<file path="src/rtl/core/sdp_pkg.sv">
// Shared types and constants of the soft symbol depuncturer.
package sdp_pkg;

	localparam int SAMPLE_W = 16;
	localparam int PADDR_W  = 4;
	localparam int PDATA_W  = 32;
	localparam int SIZE_W   = 6;
	localparam int PAT_W    = 32;
	localparam int DELAY_W  = 5;
	localparam int Q_DEPTH  = 4;
	localparam int Q_AW     = 2;

	// register indexes (paddr[3:2])
	localparam logic [1:0] REG_SIZE    = 2'd0;
	localparam logic [1:0] REG_PATTERN = 2'd1;
	localparam logic [1:0] REG_DELAY   = 2'd2;

	// register reset values
	localparam logic [SIZE_W-1:0]  SIZE_RST    = 6'd2;
	localparam logic [PAT_W-1:0]   PATTERN_RST = 32'd3;
	localparam logic [DELAY_W-1:0] DELAY_RST   = 5'd0;

	typedef logic signed [SAMPLE_W-1:0] sample_t;

	// control from the register block to the run generator
	typedef struct packed {
		logic busy;     // effective pattern being rebuilt
		logic restart;  // listed register written: period restarts
	} sdp_ctl_t;

endpackage

</file>
<file path="src/rtl/core/sdp_regs.sv">
// Configuration registers and the effective pattern setup sequencer.
module sdp_regs #(
	parameter int MAX_PERIOD = 32,
	localparam int CW = $clog2(MAX_PERIOD + 1)
) (
	input  logic                          clk,
	input  logic                          arst_n,
	input  logic                          psel,
	input  logic                          penable,
	input  logic                          pwrite,
	input  logic [sdp_pkg::PADDR_W-1:0]   paddr,
	input  logic [sdp_pkg::PDATA_W-1:0]   pwdata,
	output logic [sdp_pkg::PDATA_W-1:0]   prdata,
	output logic [MAX_PERIOD-1:0]         eff_pattern,
	output logic [CW-1:0]                 eff_size,
	output sdp_pkg::sdp_ctl_t             ctl
);
	import sdp_pkg::*;

	localparam logic [SIZE_W-1:0] MAXP = SIZE_W'(MAX_PERIOD);

	typedef enum logic [2:0] {
		S_LOAD,
		S_REDUCE,
		S_ROT,
		S_ALIGN,
		S_IDLE
	} setup_state_t;

	setup_state_t         state_q;
	logic [SIZE_W-1:0]    size_q;
	logic [PAT_W-1:0]     pattern_q;
	logic [DELAY_W-1:0]   delay_q;
	logic [DELAY_W-1:0]   r_q;
	logic [CW-1:0]        n_q;
	logic [MAX_PERIOD-1:0] rot_q;
	logic [MAX_PERIOD-1:0] pat_q;

	logic [1:0]           wr_idx;
	logic                 wr_en;
	logic                 restart;
	logic [SIZE_W-1:0]    size_clamped;
	logic [63:0]          mask64;
	logic [63:0]          p64;
	logic [63:0]          rot64;
	logic [6:0]           lshift;

	assign wr_idx  = paddr[3:2];
	assign wr_en   = psel & penable & pwrite;
	assign restart = wr_en && (wr_idx == REG_SIZE || wr_idx == REG_PATTERN ||
		wr_idx == REG_DELAY);

	// register writes
	always_ff @(posedge clk or negedge arst_n) begin
		if (!arst_n) begin
			size_q    <= SIZE_RST;
			pattern_q <= PATTERN_RST;
			delay_q   <= DELAY_RST;
		end else if (wr_en) begin
			case (wr_idx)
				REG_SIZE:    size_q    <= pwdata[SIZE_W-1:0];
				REG_PATTERN: pattern_q <= pwdata[PAT_W-1:0];
				REG_DELAY:   delay_q   <= pwdata[DELAY_W-1:0];
				default: ;
			endcase
		end
	end

	// register readback
	always_comb begin
		case (wr_idx)
			REG_SIZE:    prdata = PDATA_W'(size_q);
			REG_PATTERN: prdata = pattern_q;
			REG_DELAY:   prdata = PDATA_W'(delay_q);
			default:     prdata = '0;
		endcase
	end

	// period length: zero taken as one, clamped to the maximum
	always_comb begin
		if (size_q == '0)
			size_clamped = SIZE_W'(1);
		else if (size_q > MAXP)
			size_clamped = MAXP;
		else
			size_clamped = size_q;
	end

	// masked pattern rotated right within the period; empty means all kept
	always_comb begin
		mask64 = (64'd1 << n_q) - 64'd1;
		p64    = {32'd0, pattern_q} & mask64;
		lshift = 7'(n_q) - 7'(r_q);
		rot64  = ((p64 >> r_q) | (p64 << lshift)) & mask64;
		if (rot64 == 64'd0)
			rot64 = mask64;
	end

	// setup sequencer: reduce delay mod period, rotate, left-align
	always_ff @(posedge clk or negedge arst_n) begin
		if (!arst_n) begin
			state_q <= S_LOAD;
			r_q     <= '0;
			n_q     <= CW'(SIZE_RST);
			rot_q   <= '0;
			pat_q   <= '0;
		end else if (restart) begin
			state_q <= S_LOAD;
		end else begin
			case (state_q)
				S_LOAD: begin
					n_q     <= CW'(size_clamped);
					r_q     <= delay_q;
					state_q <= S_REDUCE;
				end
				S_REDUCE: begin
					if (SIZE_W'(r_q) >= SIZE_W'(n_q))
						r_q <= r_q - DELAY_W'(n_q);
					else
						state_q <= S_ROT;
				end
				S_ROT: begin
					rot_q   <= rot64[MAX_PERIOD-1:0];
					state_q <= S_ALIGN;
				end
				S_ALIGN: begin
					pat_q   <= rot_q << (CW'(MAX_PERIOD) - n_q);
					state_q <= S_IDLE;
				end
				S_IDLE: ;
				default: state_q <= S_LOAD;
			endcase
		end
	end

	assign eff_pattern = pat_q;
	assign eff_size    = n_q;
	assign ctl.busy    = (state_q != S_IDLE);
	assign ctl.restart = restart;

endmodule

</file>
<file path="src/rtl/core/sdp_queue.sv">
// Input sample queue between the accepting front and the run generator.
module sdp_queue (
	input  logic              clk,
	input  logic              arst_n,
	input  logic              push,
	input  sdp_pkg::sample_t  push_sample,
	output logic              full,
	output logic              q_valid,
	output sdp_pkg::sample_t  q_sample,
	input  logic              q_pop
);
	import sdp_pkg::*;

	sample_t           entries_q [Q_DEPTH];
	logic [Q_AW-1:0]   wr_ptr_q;
	logic [Q_AW-1:0]   rd_ptr_q;
	logic [Q_AW:0]     count_q;

	assign full     = (count_q == (Q_AW + 1)'(Q_DEPTH));
	assign q_valid  = (count_q != '0);
	assign q_sample = entries_q[rd_ptr_q];

	// pointers and fill count
	always_ff @(posedge clk or negedge arst_n) begin
		if (!arst_n) begin
			wr_ptr_q <= '0;
			rd_ptr_q <= '0;
			count_q  <= '0;
		end else begin
			if (push)
				wr_ptr_q <= wr_ptr_q + 1'b1;
			if (q_pop)
				rd_ptr_q <= rd_ptr_q + 1'b1;
			case ({push, q_pop})
				2'b10:   count_q <= count_q + 1'b1;
				2'b01:   count_q <= count_q - 1'b1;
				default: ;
			endcase
		end
	end

	// sample storage
	always_ff @(posedge clk) begin
		if (push)
			entries_q[wr_ptr_q] <= push_sample;
	end

endmodule

</file>
<file path="src/rtl/core/sdp_runner.sv">
// Run generator: walks the period and emits one symbol per cycle unless it is stalled.
module sdp_runner #(
	parameter int MAX_PERIOD = 32,
	localparam int CW = $clog2(MAX_PERIOD + 1),
	localparam int PW = $clog2(MAX_PERIOD)
) (
	input  logic                   clk,
	input  logic                   arst_n,
	input  logic [MAX_PERIOD-1:0]  eff_pattern,
	input  logic [CW-1:0]          eff_size,
	input  sdp_pkg::sdp_ctl_t      ctl,
	input  logic                   q_valid,
	input  sdp_pkg::sample_t       q_sample,
	output logic                   q_pop,
	output logic                   out_valid,
	input  logic                   out_ready,
	output sdp_pkg::sample_t       out_sample,
	output logic                   is_erasure,
	output logic                   last_of_run
);
	import sdp_pkg::*;

	localparam logic [PW-1:0] TOP_IDX = PW'(MAX_PERIOD - 1);

	logic [PW-1:0]  pos_q;
	logic [CW-1:0]  k_q;
	logic           trail_q;
	logic           out_valid_q;
	sample_t        sample_q;
	logic           erasure_q;
	logic           last_q;

	logic [CW-1:0]  npos;
	logic           kept_cur;
	logic           kept_next;
	logic           wrap_next;
	logic           emit_sample;
	logic           last;
	logic           fire;

	// position lookahead; pattern msb is position zero
	assign npos        = CW'(pos_q) + 1'b1;
	assign kept_cur    = eff_pattern[TOP_IDX - pos_q];
	assign kept_next   = eff_pattern[TOP_IDX - npos[PW-1:0]];
	assign wrap_next   = (npos >= eff_size);
	assign emit_sample = !trail_q && (kept_cur || (k_q >= eff_size - 1'b1));
	assign last        = (trail_q || emit_sample) &&
		(wrap_next || kept_next || (k_q + 1'b1 >= eff_size));
	assign fire        = q_valid && !ctl.busy && (!out_valid_q || out_ready);
	assign q_pop       = fire && last;

	// walk state and output valid
	always_ff @(posedge clk or negedge arst_n) begin
		if (!arst_n) begin
			pos_q       <= '0;
			k_q         <= '0;
			trail_q     <= 1'b0;
			out_valid_q <= 1'b0;
		end else begin
			if (ctl.restart) begin
				pos_q   <= '0;
				k_q     <= '0;
				trail_q <= 1'b0;
			end else if (fire) begin
				if (last) begin
					pos_q   <= wrap_next ? '0 : npos[PW-1:0];
					k_q     <= '0;
					trail_q <= 1'b0;
				end else if (emit_sample) begin
					pos_q   <= npos[PW-1:0];
					k_q     <= k_q + 1'b1;
					trail_q <= 1'b1;
				end else begin
					// leading hole, may wrap past the period end
					pos_q <= wrap_next ? '0 : npos[PW-1:0];
					k_q   <= k_q + 1'b1;
				end
			end
			if (fire)
				out_valid_q <= 1'b1;
			else if (out_ready)
				out_valid_q <= 1'b0;
		end
	end

	// output payload
	always_ff @(posedge clk) begin
		if (fire) begin
			sample_q  <= emit_sample ? q_sample : '0;
			erasure_q <= !emit_sample;
			last_q    <= last;
		end
	end

	assign out_valid   = out_valid_q;
	assign out_sample  = sample_q;
	assign is_erasure  = erasure_q;
	assign last_of_run = last_q;

	// position always within the current period
	a_pos_in_period: assert property (@(posedge clk) disable iff (!arst_n)
		CW'(pos_q) < eff_size)
		else $error("period position beyond period length");

	// a run never exceeds one period
	a_run_bound: assert property (@(posedge clk) disable iff (!arst_n)
		k_q < eff_size)
		else $error("run count reached period length");

	// trailing phase only ever sits on a hole
	a_trail_hole: assert property (@(posedge clk) disable iff (!arst_n)
		trail_q |-> !kept_cur)
		else $error("trailing phase on a kept position");

	// retiring a sample puts a flagged final symbol in the output register
	a_pop_flags_last: assert property (@(posedge clk) disable iff (!arst_n)
		q_pop |=> (out_valid_q && last_q))
		else $error("sample retired without last_of_run");

endmodule

</file>
<file path="src/rtl/core/soft_symbol_depuncturer.sv">
// Top level of the soft symbol depuncturer.
// A sample passes the input queue and then the output register before its first symbol shows.
// Throughput: one output symbol per cycle from the run generator unless it stalls; a sample
// yields as many symbols as its run holds (1 to period length) and stays queued until its last.
// Reset and every write to a listed register restart the period and rebuild the pattern:
// in_ready stays low while the pattern is rebuilt; reset also loads the register reset values.
module soft_symbol_depuncturer #(
	parameter int MAX_PERIOD = 32
) (
	input  logic                         clk,
	input  logic                         arst_n,
	input  logic                         psel,
	input  logic                         penable,
	input  logic                         pwrite,
	input  logic [sdp_pkg::PADDR_W-1:0]  paddr,
	input  logic [sdp_pkg::PDATA_W-1:0]  pwdata,
	output logic [sdp_pkg::PDATA_W-1:0]  prdata,
	output logic                         pready,
	input  logic                         in_valid,
	output logic                         in_ready,
	input  sdp_pkg::sample_t             soft_sample,
	output logic                         out_valid,
	input  logic                         out_ready,
	output sdp_pkg::sample_t             out_sample,
	output logic                         is_erasure,
	output logic                         last_of_run
);
	import sdp_pkg::*;

	localparam int CW = $clog2(MAX_PERIOD + 1);

	logic [MAX_PERIOD-1:0] eff_pattern;
	logic [CW-1:0]         eff_size;
	sdp_ctl_t              ctl;
	logic                  q_full;
	logic                  q_valid;
	sample_t               q_sample;
	logic                  q_pop;
	logic                  push;

	assign pready   = 1'b1;
	assign in_ready = !q_full && !ctl.busy;
	assign push     = in_valid && in_ready;

	sdp_regs #(.MAX_PERIOD(MAX_PERIOD)) u_regs (
		.clk         (clk),
		.arst_n      (arst_n),
		.psel        (psel),
		.penable     (penable),
		.pwrite      (pwrite),
		.paddr       (paddr),
		.pwdata      (pwdata),
		.prdata      (prdata),
		.eff_pattern (eff_pattern),
		.eff_size    (eff_size),
		.ctl         (ctl)
	);

	sdp_queue u_queue (
		.clk         (clk),
		.arst_n      (arst_n),
		.push        (push),
		.push_sample (soft_sample),
		.full        (q_full),
		.q_valid     (q_valid),
		.q_sample    (q_sample),
		.q_pop       (q_pop)
	);

	sdp_runner #(.MAX_PERIOD(MAX_PERIOD)) u_runner (
		.clk         (clk),
		.arst_n      (arst_n),
		.eff_pattern (eff_pattern),
		.eff_size    (eff_size),
		.ctl         (ctl),
		.q_valid     (q_valid),
		.q_sample    (q_sample),
		.q_pop       (q_pop),
		.out_valid   (out_valid),
		.out_ready   (out_ready),
		.out_sample  (out_sample),
		.is_erasure  (is_erasure),
		.last_of_run (last_of_run)
	);

endmodule
</file>
<file path="config.mk">
export PLATFORM = sky130hd
export DESIGN_NAME = soft_symbol_depuncturer
export DESIGN_NICKNAME = d
export VERILOG_FILES = /design/src/rtl/core/sdp_pkg.sv /design/src/rtl/core/sdp_regs.sv /design/src/rtl/core/sdp_queue.sv /design/src/rtl/core/sdp_runner.sv /design/src/rtl/core/soft_symbol_depuncturer.sv
export SDC_FILE = /design/constraint.sdc
export NUM_CORES = 1
export LEC_CHECK = 0
export ABC_AREA = 1
export BUFFER_PORTS_ARGS = -buffer_cell sky130_fd_sc_hd__clkbuf_2
export CAP_MARGIN = 20
export CORE_UTILIZATION = 45
export CTS_CLUSTER_DIAMETER = 30
export CTS_CLUSTER_SIZE = 20
export DETAILED_ROUTE_END_ITERATION = 12
export GPL_TIMING_DRIVEN = 0
export SETUP_SLACK_MARGIN = 0.5
export SLEW_MARGIN = 20
export SYNTH_ARGS = -nofsm -noshare
export SYNTH_HDL_FRONTEND = slang
export SYNTH_SLANG_ARGS = --single-unit
</file>
<file path="constraint.sdc">
create_clock -name clk -period 4.2 [get_ports clk]
set_clock_uncertainty 0.05 [all_clocks]
set_input_delay 0.42 -clock clk [delete_from_list [all_inputs] [get_ports clk]]
set_output_delay 0.42 -clock clk [all_outputs]
set_load 0.1 [all_outputs]
</file>
==> results of run 1 <==
## routing by layer
layer	global-route usage	vias up	routed length, um
met5	0	-	0
met4	0.122	0	3340
met3	0.154	246	13200
met2	0.550	1585	35700
met1	0.559	11484	38300
li1	-	11065	-
## sequential cells by signal, summed over array words and instances, names as in the netlist, 3 cells and up
signal / cells
u_regs.eff_pattern: 32
u_regs.delay_q: 5
u_regs.rot_q: 32
u_regs.pattern_q: 32
u_regs.size_q: 6
u_queue.count_q: 3
u_runner.k_q: 6
u_regs.eff_size: 6
u_regs.state_q: 3
u_runner.out_sample: 16
u_runner.pos_q: 5
u_regs.r_q: 5
u_queue.entries_q: 64
## per-stage QoR
stage	worst slack, ns	std cells	instance area (sq um)	hold slack (ns)	util
2_1_floorplan	0.446	3122	20100	0.0744	-
3_3_place_gp	-1.56	3815	21400	0.417	0.493
3_5_place_dp	-1.38	3820	21500	0.352	0.496
4_1_cts	-0.294	3998	25500	0.000510	0.587
5_1_grt	-0.690	4015	26000	0.00412	0.600
6_report	-0.589	4015	26000	0.0186	0.600
## logic make-up after synthesis
logic type / count (synthesis) / synth area share
flops: 223 / 0.301
fa+ha+maj: 45 / 0.0294
simple gates: 1926 / 0.435
buf+inv: 456 / 0.0918
other cells: 1 / 0.000188
mux: 8 / 0.00401
xor+xnor: 52 / 0.0228
compound gates: 411 / 0.116
## cell type report
type | instances | area share
multi-input cells | 2443 | 0.542
repair buffers | 217 | 0.0589
flip-flops and latches | 223 | 0.230
plain buffers | 175 | 0.0338
clock buffers | 55 | 0.0487
inverters | 281 | 0.0409
well taps | 585 | 0.0281
clock inverters | 36 | 0.0168
## worst paths after layout
check                                    from                        to  slack [ns]  cells past startpoint
min                           soft_sample[14]  u_queue.entries_q[0][14]        0.02                      1
min reg2reg                  u_regs.rot_q[29]          u_regs.rot_q[29]        0.44                      2
max in group asynchronous              arst_n       u_regs.pattern_q[0]        2.91                      3
max reg2reg                u_regs.eff_size[0]          u_regs.rot_q[31]       -0.59                     32
min in group asynchronous              arst_n          u_regs.rot_q[31]        0.34                      2
max                        u_regs.eff_size[0]          u_regs.rot_q[31]       -0.59                     32
## cells in the mapped netlist (3+ instances only)
cell	instances
a211oi_1	19
a21boi_0	4
a21oi_1	105
a31oi_1	10
and2_1	3
buf_1	21
buf_2	18
buf_4	5
buf_6	10
clkbuf_1	121
clkinv_1	6
dfrtp_1	137
dfstp_2	4
edfxtp_1	82
fa_1	3
ha_1	42
inv_1	265
inv_2	9
mux2i_1	8
nand2_1	929
nand2_2	22
nand2_4	7
nand3_1	559
nand3_2	12
nand3b_1	3
nand4_1	97
nand4_2	8
nor2_1	224
nor2_2	17
nor2_4	11
nor2_8	3
nor3_1	17
nor4_1	9
o211ai_1	17
o21a_1	8
o21ai_0	178
o21ai_1	14
o221ai_1	14
o22ai_1	31
xnor2_1	14
xor2_1	38
## worst max-delay path, delay by kind of cell, from the launching register on
family / cells / cell delay, ns
buf+inv: 5 / 0.64
flops: 1 / 0.41
fa+ha+maj: 3 / 0.59
simple gates: 23 / 2.79
compound gates: 1 / 0.21
## what timing repair did
item | 4_1_cts | 5_1_grt
resized for setup | 363 | 99
hold endpoints to repair | 92 | 0
pin swaps | 64 | 58
hold buffers | 31 | 0
setup buffers | 55 | 16
setup endpoints to repair | 67 | 58
cloned | 1 | 1
==> flow_summary_export.csv, run 1 <==
group,metric,value,unit
placed_design,hpwlAfterDp,70700,um
synth,postSynthAreaPerCell,6.39,sq um
final_layout,number_of_filler_cells_placed_in_the_layout,4207,
cts,worst_skew_pair.late_latency,0.59,ns
synth,synthDominantCellAreaShare,0.175,
floorplan,placeable_core_region,43400,sq um
global_route,grt_usage,0.397,
sta,fmaxAchievable,0.209,GHz
global_route,number_of_antenna_violations_at_the_first_check_in_global_routing,0,
global_route,grt_first_pass_wirelength,134000,um
worst_setup_path,endpoint_kind,"register",
cts,cts.sink_count,223,
floorplan,placement_rows,76,
sta,final_min_period_over_clock_period,1.14,
sta,layout_min_cycle_time,4.79,ns
global_route,grt.overflow.total,0,
placed_design,final_estimated_routing_congestion_in_global_placement,1.11,
synth,syn-instance-count,3122,
final_layout,sequential_cell_area,6000,sq um
synth,synth_top_cells_by_area,"nand2_1, dfrtp_1, nand3_1, edfxtp_1, inv_1",
run_status,status,"finished with violations",
synth,synth-seq-area-share,0.301,
global_route,grt_max_degree,91,
synth,edff_count_synth,82,
synth,async_reset_ff_frac,0.632,
synth,ys_seq_elements,223,
worst_setup_path,slowest_delay,0.41,ns
detailed_routing,viasPerCell,6.07,
detailed_routing,detail-route-antenna-nets,0,
cts,clock_tree.htree_level_count,2,
worst_setup_path,worstPathMaxFanout,7,
sta,timing_max_transition_violations_final,0,
cts,tritoncts,"built",
final_layout,top_library_cells_by_usage_in_the_layout_fill_and_taps_aside,"nand2_1, nand3_1, inv_1, nor2_1, o21ai_0",
worst_setup_path,cpMaxStageDelayCell,"dfrtp_2",
worst_setup_path,required,4.64,ns
run_status,violated_checks,"setup timing",
detailed_routing,drt_pass1_iterations,7,
final_layout,synthToLayoutAreaGrowth,30.5,%
detailed_routing,drt_wl_total,90500,um
floorplan,die-area,45200,sq um
global_route,grt_pass1_vias,22388,
detailed_routing,detailedRoute.firstIterationViolations,3393,
job,max_cap_violations,0,
floorplan,die-height,213,um
worst_setup_path,critical-path-top-cell-by-count,"nand2_1",
cts,number_of_buffers_created_by_cts,49,
detailed_routing,via_count,24380,
floorplan,start_util,0.460,
sta,fin_setup_tns,-17.25,ns
sta,finalWorstSetupSlack,-0.589,ns
synth,synth_largest_area_cell,"nand2_1",
worst_hold_path,hold_path_class,"in2reg",
detailed_routing,post-route-drc-count,0,
final_layout,most_common_cell_after_layout_fill_and_taps_aside,"nand2_1",
placed_design,placement.io_buffers,108,
cts,cts_root_buffer,"clkbuf_16",
floorplan,die_w,213,um
sta,worst_pin_slew,0.879,ns
final_layout,layout-drive-gt1-share,0.225,
worst_setup_path,crit_arrival,5.22,ns
synth,netlist-cell-type-count,55,
synth,ys.warnings.count,0,
sta,finalHoldViolCount,0,
floorplan,io_pins,112,
final_layout,multi_input_comb_area,14100,sq um
worst_setup_path,setup.worst_path.class,"reg2reg",
final_layout,nNetsFinal,3494,
final_layout,antenna-diode-count,0,
synth,synthesis.area,19900,sq um
detailed_routing,routedWlPerCell,22.5,um
cts,clkTransAtPathRegs,0.05,ns
synth,synth_fp_nets,3226,
sta,grt_setup_unrepaired,"true",
sta,setup_violators_final,33,
cts,clock_path_buffers,3,
worst_setup_path,critPathLaunchType,"register",
synth,yosys_most_used_dff,"dfrtp_1",
sta,worst_slew_margin_rel,0.414,
Power of run 1 is left out: the tool's default activity adds up to more than one toggle a clock period on the data nets, which glitch-free logic cannot reach.
==> run 2: changes to the inputs <==
--- a/config.mk
+++ b/config.mk
@@ -8,9 +8,10 @@
 export ABC_AREA = 1
 export BUFFER_PORTS_ARGS = -buffer_cell sky130_fd_sc_hd__clkbuf_2
 export CAP_MARGIN = 20
+export CORE_MARGIN = 2
 export CORE_UTILIZATION = 45
 export CTS_CLUSTER_DIAMETER = 30
-export CTS_CLUSTER_SIZE = 20
+export CTS_CLUSTER_SIZE = 30
 export DETAILED_ROUTE_END_ITERATION = 12
 export GPL_TIMING_DRIVEN = 0
 export SETUP_SLACK_MARGIN = 0.5
==> constraint.sdc (replaced) <==
create_clock -name clk -period 4.2 [get_ports clk]
set_clock_uncertainty 0.05 [all_clocks]
set_input_delay 0.42 -clock clk [delete_from_list [all_inputs] [get_ports clk]]
set_output_delay 0.42 -clock clk [all_outputs]
set_load 0.005 [all_outputs]
==> run 2 against run 1 <==
The run still ends with setup timing left; clock-buffer cell count rose by 8; sequential cell count did not move; first-iteration DRC count decreased by 3.2%; largest cell class unchanged; sequential share of layout area shrank 1.2 points; non-clock buffer count increased by 35; die area grew 1.9%; critical path type unchanged; setup slack better by 0.087 ns; final area up 5.7%; critical endpoint is now u_regs.rot_q[1]; final cell count grew 1.0%; hold slack gained 0.0011 ns; via count rose by 1.6%.
==> flow_summary_export.csv, run 2 (synthesized netlist as in run 1, its figures left out) <==
group,metric,value,unit
run_status,status,"finished with violations",
run_status,violated_checks,"setup timing",
floorplan,start_util,0.453,
sta,fmaxAchievable,0.213,GHz
worst_hold_path,timing.hold.worst_endpoint,"u_regs.pattern_q[30]",
global_route,grt_max_degree,91,
detailed_routing,drt_pass1_iterations,8,
worst_hold_path,hold_path_class,"in2reg",
sta,finalHoldViolCount,0,
cts,cts.sink_count,223,
worst_hold_path,worst_hold_startpoint,"pwdata[30]",
worst_setup_path,critical-path-top-cell-by-count,"nand2_1",
detailed_routing,detailedRoute.firstIterationViolations,3283,
worst_setup_path,endpoint_kind,"register",
floorplan,die-height,215,um
final_layout,antenna-diode-count,0,
worst_setup_path,worstPathMaxFanout,7,
final_layout,most_common_cell_after_layout_fill_and_taps_aside,"nand2_1",
detailed_routing,routedWlPerCell,22.8,um
worst_setup_path,r2r_cells,35,
final_layout,layout.core_utilization,0.625,
floorplan,io_pins,112,
final_layout,layout-drive-gt1-share,0.292,
detailed_routing,via_count,24777,
worst_hold_path,holdPathStages,3,
final_layout,top_library_cells_by_usage_in_the_layout_fill_and_taps_aside,"nand2_1, nand3_1, inv_1, nor2_1, nand3_2",
floorplan,die-area,46000,sq um
final_layout,regMostFlops,"u_queue.entries_q",
placed_design,final_estimated_routing_congestion_in_global_placement,1.10,
final_layout,nNetsFinal,3528,
final_layout,post-route-cell-area,27500,sq um
worst_setup_path,cpMaxStageDelayCell,"dfstp_2",
placed_design,dpl_cell_area,21500,sq um
job,max_cap_violations,0,
sta,hold_slack,0.0196,ns
floorplan,die_w,215,um
detailed_routing,drt_wl_total,92500,um
global_route,number_of_antenna_violations_at_the_first_check_in_global_routing,0,
worst_setup_path,regToRegSetupSlack,-0.50,ns
floorplan,placement_rows,77,
sta,layout_min_cycle_time,4.70,ns
cts,clkTransAtPathRegs,0.05,ns
cts,number_of_buffers_created_by_cts,48,
detailed_routing,post-route-drc-count,0,
detailed_routing,viasPerCell,6.11,
sta,worst_pin_slew,0.957,ns
placed_design,hpwlAfterDp,71200,um
worst_setup_path,required,4.65,ns
cts,clock_path_buffers,3,
cts,worst_skew_pair.late_latency,0.59,ns
sta,grt_setup_unrepaired,"true",
sta,setup_violators_final,32,
floorplan,placeable_core_region,44000,sq um
worst_setup_path,critPathLaunchType,"register",
global_route,grt_usage,0.389,
worst_setup_path,setup.worst_path.class,"reg2reg",
worst_setup_path,source_of_the_worst_register_to_register_timing_path,"u_regs.eff_size[1]",
cts,cts_root_buffer,"clkbuf_16",
cts,tritoncts,"built",
sta,worst_slew_margin_rel,0.361,
sta,timing_max_transition_violations_final,0,
worst_setup_path,slowest_delay,0.58,ns
final_layout,synthToLayoutAreaGrowth,37.9,%
global_route,grt.overflow.total,0,
sta,final_min_period_over_clock_period,1.12,
global_route,grt_pass1_vias,22963,
placed_design,placement.io_buffers,108,
detailed_routing,detail-route-antenna-nets,0,
final_layout,largest_register_ffs,64,
worst_setup_path,crit_arrival,5.15,ns
worst_setup_path,worstReg2RegEnd,"u_regs.rot_q[1]",
global_route,grt_first_pass_wirelength,137000,um
sta,finalWorstSetupSlack,-0.502,ns
cts,clock_tree.htree_level_count,2,
## run 2: how the worst max path moves through the flow
stage                             startpoint          endpoint  slack (ns)  cells after the start
final                     u_regs.eff_size[1]   u_regs.rot_q[1]       -0.50                     35
after global routing      u_regs.eff_size[1]   u_regs.rot_q[1]       -0.64                     32
after CTS                 u_regs.eff_size[1]  u_regs.rot_q[31]       -0.32                     33
after detailed placement  u_regs.eff_size[0]  u_regs.rot_q[23]       -1.23                     31
after global placement    u_regs.eff_size[0]  u_regs.rot_q[23]       -1.57                     29
after floorplan           u_regs.eff_size[0]  u_regs.rot_q[29]        0.45                     36
## run 2: final cells by class
type                       instances  area, sq um
inverter                         281         1070
tap                              592          741
clock buffer                      63         1320
sequential                       223         6000
fill                            4105        16500
clock inverter                    27          357
buffer                           175          920
multi-input combinational       2443        15200
timing repair buffer             252         1900
## run 2: critical path: cells and delay by family, from the launching register on
family	cells	cell delay, ns
simple gates	27	2.66
buf+inv	5	0.72
fa+ha+maj	3	0.58
flops	1	0.58
## run 2: through the flow
step                worst slack, ns  setup TNS, ns  std cells
finish                       -0.502         -14.52       4056
CTS                          -0.319          -8.00       4032
floorplan                     0.446              0       3122
global placement              -1.57         -51.01       3822
global route                 -0.636         -18.61       4056
detailed placement            -1.23         -40.67       3827
## run 2: metal layers
metal | share of wire | global-route usage | wire, um | vias to the layer above
li1 | - | - | - | 11138
met1 | 0.42 | 0.565 | 39000 | 11747
met4 | 0.037 | 0.126 | 3430 | 2
met2 | 0.40 | 0.544 | 37400 | 1653
met3 | 0.13 | 0.119 | 12400 | 237
met5 | 0.0012 | 0.0177 | 108 | -
## run 2: what timing repair did
| item | CTS | global route |
|---|---|---|
| endpoints found under the setup margin | 67 | 55 |
| hold buffers | 34 | 0 |
| resized for setup | 542 | 230 |
| pin swaps | 133 | 106 |
| gates cloned | 2 | 1 |
| endpoints found under the hold margin | 125 | 0 |
| buffers inserted | 79 | 23 |
Power of run 2 is left out for the same reason.
